<file path="src/sv/ptc_pkg.sv">
// Package: payload types, register indexes and constants for pressure/temperature compensation.
`default_nettype none
package ptc_pkg;

  typedef struct packed {
    logic [19:0] raw_temperature;
    logic [19:0] raw_pressure;
  } in_beat_t;

  typedef struct packed {
    logic signed [31:0] fine_temperature;
    logic signed [31:0] temperature_centi;
    logic [31:0]        pressure_pa;
    logic               divide_by_zero;
  } out_beat_t;

  // Work handed from the front part to the divider/back part.
  typedef struct packed {
    logic [31:0] fine;
    logic [31:0] temp;
    logic [31:0] dividend;
    logic [31:0] divisor;
    logic        div_first;
  } job_t;

  localparam logic [1:0] RegCalibT  = 2'd0;
  localparam logic [1:0] RegCalibPl = 2'd1;
  localparam logic [1:0] RegCalibPh = 2'd2;
  localparam logic [1:0] RegCalibP9 = 2'd3;

  localparam logic [31:0] Offset64k = 32'd64000;
  localparam logic [31:0] Scale1M   = 32'd1048576;
  localparam logic [31:0] Mul3125   = 32'd3125;
  localparam logic [31:0] Sign32    = 32'h8000_0000;
  localparam logic [31:0] Half32k   = 32'd32768;
  localparam logic [31:0] Round128  = 32'd128;

  function automatic logic [31:0] mulw(input logic [31:0] a, input logic [31:0] b);
    logic [63:0] p;
    p = a * b;
    return p[31:0];
  endfunction

  function automatic logic [31:0] asr(input logic [31:0] x, input int n);
    return $unsigned($signed(x) >>> n);
  endfunction

  function automatic logic [31:0] sx16(input logic [15:0] v);
    return {{16{v[15]}}, v};
  endfunction

endpackage
`default_nettype wire

</file>
<file path="src/sv/ptc_queue.sv">
// Short FIFO between front and back parts.
`default_nettype none
module ptc_queue import ptc_pkg::*; #(
  parameter int Depth = 4
) (
  input  wire logic clk,
  input  wire logic rst,
  input  wire logic push,
  input  wire job_t push_data,
  input  wire logic pop,
  output logic      not_empty,
  output logic [$clog2(Depth+1)-1:0] count,
  output job_t      pop_data
);
  localparam int Aw = $clog2(Depth);
  job_t mem [Depth];
  logic [Aw-1:0] wp, rp;

  always_ff @(posedge clk) begin
    if (rst) begin
      wp <= '0;
      rp <= '0;
      count <= '0;
    end else begin
      if (push) wp <= (wp == Aw'(Depth-1)) ? '0 : wp + 1'b1;
      if (pop)  rp <= (rp == Aw'(Depth-1)) ? '0 : rp + 1'b1;
      count <= count + (push ? 1'b1 : 1'b0) - (pop ? 1'b1 : 1'b0);
    end
    if (push) mem[wp] <= push_data;
  end
  assign not_empty = (count != '0);
  assign pop_data  = mem[rp];
endmodule
`default_nettype wire

</file>
<file path="config.mk">
export PLATFORM = sky130hd
export DESIGN_NAME = ptc_queue
export DESIGN_NICKNAME = d
export VERILOG_FILES = /design/src/sv/ptc_pkg.sv /design/src/sv/ptc_queue.sv
export SDC_FILE = /design/constraint.sdc
export NUM_CORES = 1
export LEC_CHECK = 0
export ABC_AREA = 1
export ABC_CLOCK_PERIOD_IN_PS = 7300
export BUFFER_PORTS_ARGS = -buffer_cell sky130_fd_sc_hd__buf_2
export CORE_AREA = 5 5 233 235
export CTS_CLUSTER_DIAMETER = 40
export DETAILED_ROUTE_END_ITERATION = 12
export DIE_AREA = 0 0 238 240
export MAX_ROUTING_LAYER = met4
export REMOVE_ABC_BUFFERS = 1
export SYNTH_ARGS = -nofsm -noshare
export SYNTH_HDL_FRONTEND = slang
export SYNTH_SLANG_ARGS = --single-unit
</file>
<file path="constraint.sdc">
create_clock -name clk -period 7.3 [get_ports clk]
set_clock_uncertainty 0.1 [all_clocks]
set_input_delay 0.365 -clock clk [delete_from_list [all_inputs] [get_ports clk]]
set_output_delay 0.365 -clock clk [all_outputs]
set_load 0.01 [all_outputs]
</file>
Yosys cells after proc, flatten, opt, wreduce, memory -nomap -nowiden:

Memory sizes are Yosys's and may differ from the RTL's. A register that Yosys moved wholly into a read port is not among the register bits.
Index checks and enable logic that the tools add are counted.

* flip-flop bits (word level): 7
* RAM bits: 516
* input bits: 133
* output and inout port bits: 133
* logic and storage cells: 19
* memories kept: 1

Memories
* mem: words 4, width 129, rd ports 1, clocked after memory_dff 1, wr ports 1, RTL line ptc_queue.sv:16 `job_t mem [Depth];`

* $add $sub $neg: 4
* eq/ne operators: 2
* multiplexer cells: 8
* reductions and logical operators: 1

Operators with widths (number)
* 2-to-1 mux 2 bit: 4
* adder 2 x 1 -> 2 bit (second input constant): 2
* == test 2 bit (second input constant): 2
* 2-to-1 mux 1 bit: 4
* adder 3 x 1 -> 3 bit: 1
* nonzero test 3 bit: 1
* subtractor 3 x 1 -> 3 bit: 1

Longest topological paths before layout:

Gate-level depths: netlist (run 1).

* depth in word-level cells: 4
* gate-level depth with buffers: 9

Least setup slack after synthesis (run 1):

OpenSTA, ideal clock, no wires.

* kind: reg-to-reg
* start point: register wp[0]
* end point: memory mem[2][0] in the netlist's numbering (enable)
* library setup time: 0.482 ns
* data arrival time: 3.066 ns
* required time: 6.718 ns
* slack: 3.652 ns
* cell stages (with the launch flop): 5
* buffers on the path: 0
* cell sequence: dfxtp_1 inv_1 ha_1 nand2_1 inv_1

RTL lines
* start, declared: RTL line ptc_queue.sv:17 `logic [Aw-1:0] wp, rp;`
* start signal, assigned: RTL line ptc_queue.sv:25 `if (push) wp <= (wp == Aw'(Depth-1)) ? '0 : wp + 1'b1;`
* end, declared: RTL line ptc_queue.sv:16

Straight into the memory's write port.

==> qor.csv, run 1 <==
metric,value,unit
grt_use_total,15.2,%
routedWlPerCell,15.8,um
synth_seq_cells,525,
grt_pass1_wl,67.5,mm
cp-end-kind,output pin,
placed_area,22400,sq um
crit_required,6.84,ns
start_kind,register,
antenna_found_initial,1,
ant_nets,0,
crit_chain,buf_4 > a21oi_1 > o21ai_0 > nand2_1 > buf_2,
drt_iter0_drc,776,
final_design_area_no_fill,26200,sq um
ios,266,
synth_cell_types,14,
crit_cells,5,
fillers,4415,
setup_viol_count_final,0,
post_cts_buffers,0,
drc,0,
drv_cap,0,
path_class,reg -> out,
first_pass_iters,5,
yosysWarnings,0,
numCtsBuffers,73,
clock_latency,0.57,ns
fin_util,50.4,%
tns,0,ns
max_stage_delay,1.00,ns
post-place-ws,4.30,ns
nets,2097,
avgSynthCellArea,13.2,sq um
p_leak,10.2,nW
grt_pass1_vias,12584,
fp.dieH,240,um
fin_crit_sh,48.6,%
cts_resized,0,
start_util,39.5,%
htreeDepth,3,
drive_above_1_share,19.7,%
r2r_end,mem[0][107]$_DFFE_PP_,
area_growth,27.4,%
gp_congestion,0.790,
p_per_area,294,nW/um^2
reg2reg_depth,5,
reg2reg_slack,4.69,ns
die_area,57100,sq um
period_needed,3.55,ns
synth_area,20600,sq um
grt_max_degree,241,
overflow,0,
via_count,12600,
clkTransAtPathRegs,0.06,ns
outcome,"finished, final reports clean",
min_path_type,in -> reg,
slowest_stage,dfxtp_4,
io_buffers,265,
min-delay-start,push,
clock-root-buffer,clkbuf_16,
path_buf_inv,2,
cp.arrival,3.09,ns
rows,84,
fmax,282,MHz
crit_end,pop_data[6],
avgViaCountPerCell,4.67,
cp_top_family,buffers and inverters,
die_w,238,um
yosysSeqAreaShare,76.2,%
coreArea,52000,sq um
regToRegStartpoint,wp[0]$_SDFFE_PP0P_,
cp_max_fo,88,
final-hold-violation-count,0,
grt_setup_unrepaired,no,
tritoncts,yes,
cts.sinks,525,
tightest_slew,1.16,ns
dp_hpwl,23.5,mm
wirelength,42.8,mm
hold_buffers,131,
drv_slew,0,
ir_drop,0.194,mV
worst_slack,3.75,ns
netlist_instances,1563,
slew-limit-headroom,22.4,%
clk_path_buf_depth,3,
[logic make-up after synthesis]
kind of cell / synth area share, %
fa+ha+maj: 0.523
compound gates: 11.1
flops: 76.2
buf+inv: 7.08
simple gates: 5.08
[state kept, by name, indices dropped and copies added (netlist names), named ones only]
signal,cells
wp,2
mem,516
count,3
rp,2
[synthesized netlist by cell type]
| master | n | area, sq um |
|---|---|---|
| a21oi_1 | 132 | 661 |
| buf_2 | 72 | 360 |
| buf_4 | 5 | 37.5 |
| clkbuf_1 | 9 | 33.8 |
| dfxtp_1 | 9 | 180 |
| edfxtp_1 | 516 | 15500 |
| fa_1 | 1 | 20.0 |
| ha_1 | 7 | 87.6 |
| inv_1 | 273 | 1020 |
| nand2_1 | 267 | 1000 |
| nand3_1 | 2 | 10.0 |
| nor2_1 | 9 | 33.8 |
| o211ai_1 | 129 | 968 |
| o21ai_0 | 132 | 661 |
[final cells by class]
| cell class | instances | area, sq um | area share, % |
|---|---|---|---|
| sequential | 525 | 15700 | 59.8 |
| multi-input combinational | 679 | 3440 | 13.1 |
| timing repair buffer | 404 | 2720 | 10.4 |
| clock buffer | 82 | 1880 | 7.18 |
| inverter | 273 | 1040 | 3.99 |
| tap | 688 | 861 | 3.28 |
| clock inverter | 47 | 572 | 2.18 |
| antenna | 1 | 2.50 | 0.00955 |
[placed cells by master (no fill, tap or decap), types with 3 or more instances in the layout]
| cell type | instances |
|---|---|
| dlygate4sd3_1 | 131 |
| clkinv_2 | 11 |
| clkbuf_1 | 8 |
| buf_2 | 265 |
| inv_6 | 11 |
| inv_1 | 269 |
| buf_4 | 6 |
| clkbuf_16 | 74 |
| edfxtp_1 | 516 |
| a21oi_1 | 132 |
| clkinv_4 | 6 |
| nand2_1 | 267 |
| ha_1 | 7 |
| clkinv_1 | 4 |
| bufinv_16 | 10 |
| dfxtp_1 | 7 |
| o21ai_0 | 132 |
| o211ai_1 | 129 |
| clkinvlp_4 | 5 |
| inv_8 | 3 |
| nor2_1 | 9 |
[per-stage QoR]
step | std cells | total power [W] | hold WS (ns)
after global placement | 2438 | 0.00419 | 0.381
after floorplan | 1477 | 0.00395 | 0.332
after CTS | 2698 | 0.00780 | 0.0183
after global routing | 2699 | 0.00803 | 0.0764
after detailed placement | 2438 | 0.00420 | 0.390
final | 2699 | 0.00770 | 0.0678
[per-layer routing]
layer | up-vias | track usage, % | routed length, um
met5 | - | - | 0
met4 | 0 | 5.03 | 809
met3 | 67 | 3.54 | 2450
met2 | 287 | 24.6 | 20900
met1 | 5995 | 19.3 | 18600
li1 | 6251 | - | -
[worst min path at each step]
| stage | to | slack [ns] | depth (start not counted) |
|---|---|---|---|
| after floorplan | count[1]$_SDFF_PP0_ | 0.33 | 1 |
| after CTS | wp[1]$_SDFFE_PP0P_ | 0.02 | 3 |
| final | wp[1]$_SDFFE_PP0P_ | 0.07 | 3 |
| after global routing | wp[1]$_SDFFE_PP0P_ | 0.08 | 3 |
| after global placement | register | 0.38 | 2 |
| after detailed placement | register | 0.39 | 2 |
[worst min-delay path: stages]
cell and delay (ns):
buf_2 0.14, inv_1 0.10, a21oi_1 0.08
[report_power, final]
part           switching (W)  total, W  internal [W]
Clock                0.00128   0.00351       0.00223
Combinational       0.000429  0.000680      0.000250
Sequential         0.0000462   0.00350       0.00346
Power figures use the tool's default switching activity.
==> run 2, diff against run 1 <==
--- a/config.mk
+++ b/config.mk
@@ -6,7 +6,7 @@
 export NUM_CORES = 1
 export LEC_CHECK = 0
 export ABC_AREA = 1
-export ABC_CLOCK_PERIOD_IN_PS = 7300
+export ABC_CLOCK_PERIOD_IN_PS = 2900
 export BUFFER_PORTS_ARGS = -buffer_cell sky130_fd_sc_hd__buf_2
 export CORE_AREA = 5 5 233 235
 export CTS_CLUSTER_DIAMETER = 40
==> constraint.sdc (replaced) <==
create_clock -name clk -period 2.9 [get_ports clk]
set_clock_uncertainty 0.1 [all_clocks]
set_input_delay 0.145 -clock clk [delete_from_list [all_inputs] [get_ports clk]]
set_output_delay 0.145 -clock clk [all_outputs]
set_load 0.01 [all_outputs]
==> run 2 against run 1 <==
Effect of this change: critical path depth is the same; sequential power grew to 2.5 times the previous value; count of clock-buffer cells in the layout grew 4; sequential share of layout area shrank 0.67 points; clock power grew 140%; critical path type unchanged; largest cell class unchanged.
==> qor.csv, run 2 (synthesis results as in run 1) <==
metric,value,unit
largest_register_ffs,516,
slew-limit-headroom,61.7,%
grt_pass1_wl,69.0,mm
via_count,12750,
overflow,0,
avgViaCountPerCell,4.68,
p_leak,10.4,nW
clk_path_buf_depth,3,
clkTransAtPathRegs,0.06,ns
io_buffers,265,
clock-root-buffer,clkbuf_16,
tns,0,ns
reg2reg_depth,8,
path_class,reg -> out,
crit_required,2.65,ns
nets,2118,
reg2reg_slack,0.72,ns
fmax,409,MHz
grt_pass1_vias,12778,
grt_setup_unrepaired,no,
layout_common_cells,"516 x edfxtp_1, 269 x inv_1, 267 x nand2_1",
rows,84,
final_common_cell,edfxtp_1,
routedWlPerCell,16.1,um
die_w,238,um
die_area,57100,sq um
drv_cap,0,
cts.sinks,525,
crit_chain,buf_12 > a21oi_1 > o21ai_0 > nand2_1 > buf_2,
wirelength,44.0,mm
cp_max_fo,140,
drive_above_1_share,20.3,%
regToRegStartpoint,count[0]$_SDFF_PP0_,
drt_iter0_drc,834,
fp.dieH,240,um
min_path_type,in -> reg,
numCtsBuffers,73,
htreeDepth,3,
clock_latency,0.57,ns
finalPower,0.0192,W
drc,0,
tritoncts,yes,
period_needed,2.44,ns
ir_drop,0.461,mV
grt_use_total,15.6,%
largest-register,mem,
p_per_area,724,nW/um^2
outcome,"finished, final reports clean",
cp.arrival,2.20,ns
ant_nets,0,
coreArea,52000,sq um
start_kind,register,
hold_path_depth,2,
slowest_stage,dfxtp_4,
first_pass_iters,5,
fin_crit_sh,84.2,%
gp_congestion,0.747,
drv_slew,0,
ios,266,
setup_viol_count_final,0,
final-hold-violation-count,0,
grt_max_degree,141,
top_regs,"mem x516, count x3",
area_growth,28.8,%
hold_path_end,mem[2][101]$_DFFE_PP_,
r2r_end,count[1]$_SDFF_PP0_,
min-delay-start,push_data[101],
post_cts_buffers,0,
max_stage_delay,0.57,ns
start_util,39.5,%
tightest_slew,0.575,ns
antenna_found_initial,4,
dp_hpwl,26.2,mm
cp-end-kind,output pin,
==> run 2: routing by layer <==
| metal | track usage, % | share of wire (%) | vias to the layer above |
|---|---|---|---|
| met5 | - | 0 | - |
| met1 | 20.3 | 44 | 6088 |
| met4 | 4.75 | 1.7 | 0 |
| li1 | - | - | 6300 |
| met2 | 24.7 | 49 | 295 |
| met3 | 3.51 | 5.4 | 67 |
==> run 2: worst max-delay path, delay by kind of cell (launching register included) <==
kind,cells,cell delay (ns)
AOI/OAI and AO/OA,2,0.25
buffers and inverters,2,0.58
DFF,1,0.57
and+or+nand+nor,1,0.09
==> run 2: how the worst max path moves through the flow <==
stage,startpoint,end,slack (ns),depth (start not counted)
after floorplan,register,pop_data[0],-6.33,2
after global placement,wp[1]$_SDFFE_PP0P_,mem[1][32]$_DFFE_PP_,1.09,5
after detailed placement,register,pop_data[8],1.06,5
after CTS,register,pop_data[8],0.43,5
after global routing,register,pop_data[60],0.28,5
final,register,pop_data[46],0.46,5
==> run 2: area by class of cell <==
type / instances / area (sq um)
sequential: 525 / 15700
inverter: 273 / 1040
antenna: 6 / 15.0
timing repair buffer: 425 / 3070
clock buffer: 86 / 1940
tap: 688 / 861
fill: 4374 / 25500
clock inverter: 44 / 449
multi-input combinational: 679 / 3440
==> run 2: metrics by stage <==
stage,setup WS (ns),hold WS [ns],cells,area [sq um],utilization [%]
2_1_floorplan,-6.33,0.112,1477,20100,-
3_3_place_gp,1.09,0.258,2457,22800,43.8
3_5_place_dp,1.06,0.261,2457,22800,43.8
4_1_cts,0.426,0.167,2720,26500,50.9
5_1_grt,0.275,0.192,2724,26500,50.9
6_report,0.457,0.213,2726,26500,50.9
==> run 2: power breakdown <==
group	switching, W	total (W)	internal [W]
clock	0.00322	0.00858	0.00536
sequential	0.0000918	0.00879	0.00870
combinational	0.00114	0.00183	0.000691
total	0.00445	0.0192	0.0148
==> run 2: timing repair <==
| item | CTS | global route |
|---|---|---|
| hold buffers | 133 | 0 |
| endpoints found under the hold margin | 528 | 0 |
| resized for setup | 0 | 0 |
==> run 3, diff against run 2 <==
--- a/config.mk
+++ b/config.mk
@@ -6,7 +6,7 @@
 export NUM_CORES = 1
 export LEC_CHECK = 0
 export ABC_AREA = 1
-export ABC_CLOCK_PERIOD_IN_PS = 2900
+export ABC_CLOCK_PERIOD_IN_PS = 2500
 export BUFFER_PORTS_ARGS = -buffer_cell sky130_fd_sc_hd__buf_2
 export CORE_AREA = 5 5 233 235
 export CTS_CLUSTER_DIAMETER = 40
==> constraint.sdc (replaced) <==
create_clock -name clk -period 2.5 [get_ports clk]
set_clock_uncertainty 0.1 [all_clocks]
set_input_delay 0.125 -clock clk [delete_from_list [all_inputs] [get_ports clk]]
set_output_delay 0.125 -clock clk [all_outputs]
set_load 0.01 [all_outputs]
==> run 3 against run 2 <==
Effect of this change: sequential power is 16% higher; cell area grew 1.1%; register-to-register slack got worse by 0.41 ns; worst hold slack lost 0.027 ns; sequential share of layout area is 0.64 points lower; sequential cell count unchanged; critical endpoint is now pop_data[14]; highest routed layer unchanged; non-clock buffer count increased by 13; clock power grew 22%.
==> qor.csv, run 3 (synthesis results as in run 1) <==
metric,value,unit
outcome,"finished, final reports clean",
clock_latency,0.58,ns
dp.cells,2470,
tns,0,ns
die_w,238,um
nets,2129,
wirelength,43.9,mm
area_growth,30.2,%
cts.sinks,525,
routedWlPerCell,16.1,um
start_util,39.5,%
rows,84,
clkPwrFrac,46.1,%
max_stage_delay,0.38,ns
fin_cells,2735,
slowest_stage,dfxtp_4,
drv_cap,0,
pwr-share-seq,44.5,%
grt_use_total,15.5,%
hold_path_end,count[0]$_SDFF_PP0_,
top_regs,"mem x516, count x3",
final_common_cell,edfxtp_1,
path_buf_inv,3,
cp_max_fo,93,
crit_required,2.28,ns
post_cts_buffers,0,
netSwitchingFraction,23.0,%
start_kind,register,
min-delay-start,rst,
tightest_slew,0.578,ns
avgViaCountPerCell,4.69,
coreArea,52000,sq um
dp_hpwl,26.6,mm
gp_congestion,0.755,
slew-limit-headroom,61.5,%
crit_chain,buf_12 > buf_12 > a21oi_1 > o21ai_0 > nand2_1 > buf_2,
hold_path_depth,3,
crit_top_cell,buf_12,
tritoncts,yes,
wl_met1,19.4,mm
p_int,0.0176,W
reg2reg_depth,8,
via_count,12822,
setup_viol_count_final,0,
period_needed,2.32,ns
layout_common_cells,"516 x edfxtp_1, 269 x inv_1, 267 x nand2_1",
clk_path_buf_depth,3,
drv_slew,0,
hold_slack,0.186,ns
largest_register_ffs,516,
die_area,57100,sq um
cp-end-kind,output pin,
cp.arrival,2.10,ns
io_buffers,265,
fillers,4380,
wl_met3,2.26,mm
numCtsBuffers,71,
r2r_end,count[1]$_SDFF_PP0_,
p_leak,10.5,nW
drive_above_1_share,21.1,%
ir_drop,0.622,mV
final-hold-violation-count,0,
p_comb_share,9.4,%
fin_crit_sh,92.9,%
routed-wl-met2,21.3,mm
p_sw,0.00525,W
regToRegStartpoint,count[0]$_SDFF_PP0_,
drc,0,
grt_pass1_vias,12707,
p_per_area,854,nW/um^2
antenna_found_initial,1,
largest-register,mem,
placed_area,22900,sq um
cp_top_family,buffers and inverters,
final_design_area_no_fill,26800,sq um
multi_input_comb_area,3440,sq um
min_path_type,in -> reg,
htreeDepth,3,
grt_pass1_wl,68.2,mm
grt_max_degree,107,
clock-root-buffer,clkbuf_16,
ant_nets,0,
fp.dieH,240,um
top_layer_used,met4,
path_class,reg -> out,
overflow,0,
ios,266,
first_pass_iters,5,
grt_setup_unrepaired,no,
reg2reg_slack,0.31,ns
drt_iter0_drc,769,
clkTransAtPathRegs,0.06,ns
fmax,430,MHz
regArea,15700,sq um
==> run 3: cell types whose count changed in the layout (fill, tap and decap cells not counted), sizes merged <==
cell,before,now
clkbuf,86,80
bufinv,6,11
clkinvlp,4,5
buf,292,305
clkinv,23,19
inv,284,289
diode,6,1
==> run 3: power groups by stage <==
| stage | sequential (W) | clock (W) | combinational, W |
|---|---|---|---|
| after detailed placement | 0.0104 | 0 | 0.00202 |
| after CTS | 0.0102 | 0.0108 | 0.00221 |
| after global placement | 0.0103 | 0 | 0.00199 |
| final | 0.0102 | 0.0105 | 0.00216 |
| after floorplan | 0.0106 | 0 | 0.000987 |
| after global routing | 0.0102 | 0.0112 | 0.00240 |
==> run 3: worst max path at each step <==
stage,slack (ns),cells after the start,end,from
2_1_floorplan,-6.71,2,pop_data[0],register
3_3_place_gp,0.69,4,mem[3][124]$_DFFE_PP_,wp[0]$_SDFFE_PP0P_
3_5_place_dp,0.65,4,mem[3][124]$_DFFE_PP_,wp[0]$_SDFFE_PP0P_
4_1_cts,0.12,5,pop_data[38],register
5_1_grt,0.01,6,pop_data[14],register
6_report,0.18,6,pop_data[14],register
==> run 3: area by class of cell <==
cell class              instances  area share (%)
clock buffers                  80            7.07
diodes                          1         0.00934
clock inverters                51            2.40
repair buffers                438            12.0
inverters                     273            3.90
multi-input cells             679            12.8
well taps                     688            3.21
flip-flops and latches        525            58.5
==> run 3: timing repair <==
item                                    4_1_cts  5_1_grt
hold buffers                                133        0
endpoints found under the setup margin        0        4
resized for setup                             0        1
endpoints found under the hold margin       525        0
==> run 3: worst reg2reg max path: stages, from the launching register on <==
cell           delay [ns]
dfxtp_1              0.33
inv_1                0.06
ha_1                 0.26
inv_1                0.06
ha_1                 0.13
inv_1                0.05
fa_1                 0.50
nor2_1               0.04
dlygate4sd3_1        0.55
==> run 3: stage by stage <==
stage	power, W	util, %	setup WS [ns]
after global placement	0.0123	44.1	0.691
after CTS	0.0232	51.5	0.122
after floorplan	0.0115	-	-6.71
after global routing	0.0238	51.5	0.00960
after detailed placement	0.0124	44.1	0.653
final	0.0229	51.5	0.176
==> run 3: per-layer routing <==
| metal | up-vias | global-route usage (%) |
|---|---|---|
| met4 | 0 | 4.89 |
| met2 | 286 | 24.9 |
| li1 | 6329 | - |
| met3 | 72 | 3.04 |
| met5 | - | - |
| met1 | 6135 | 20.1 |
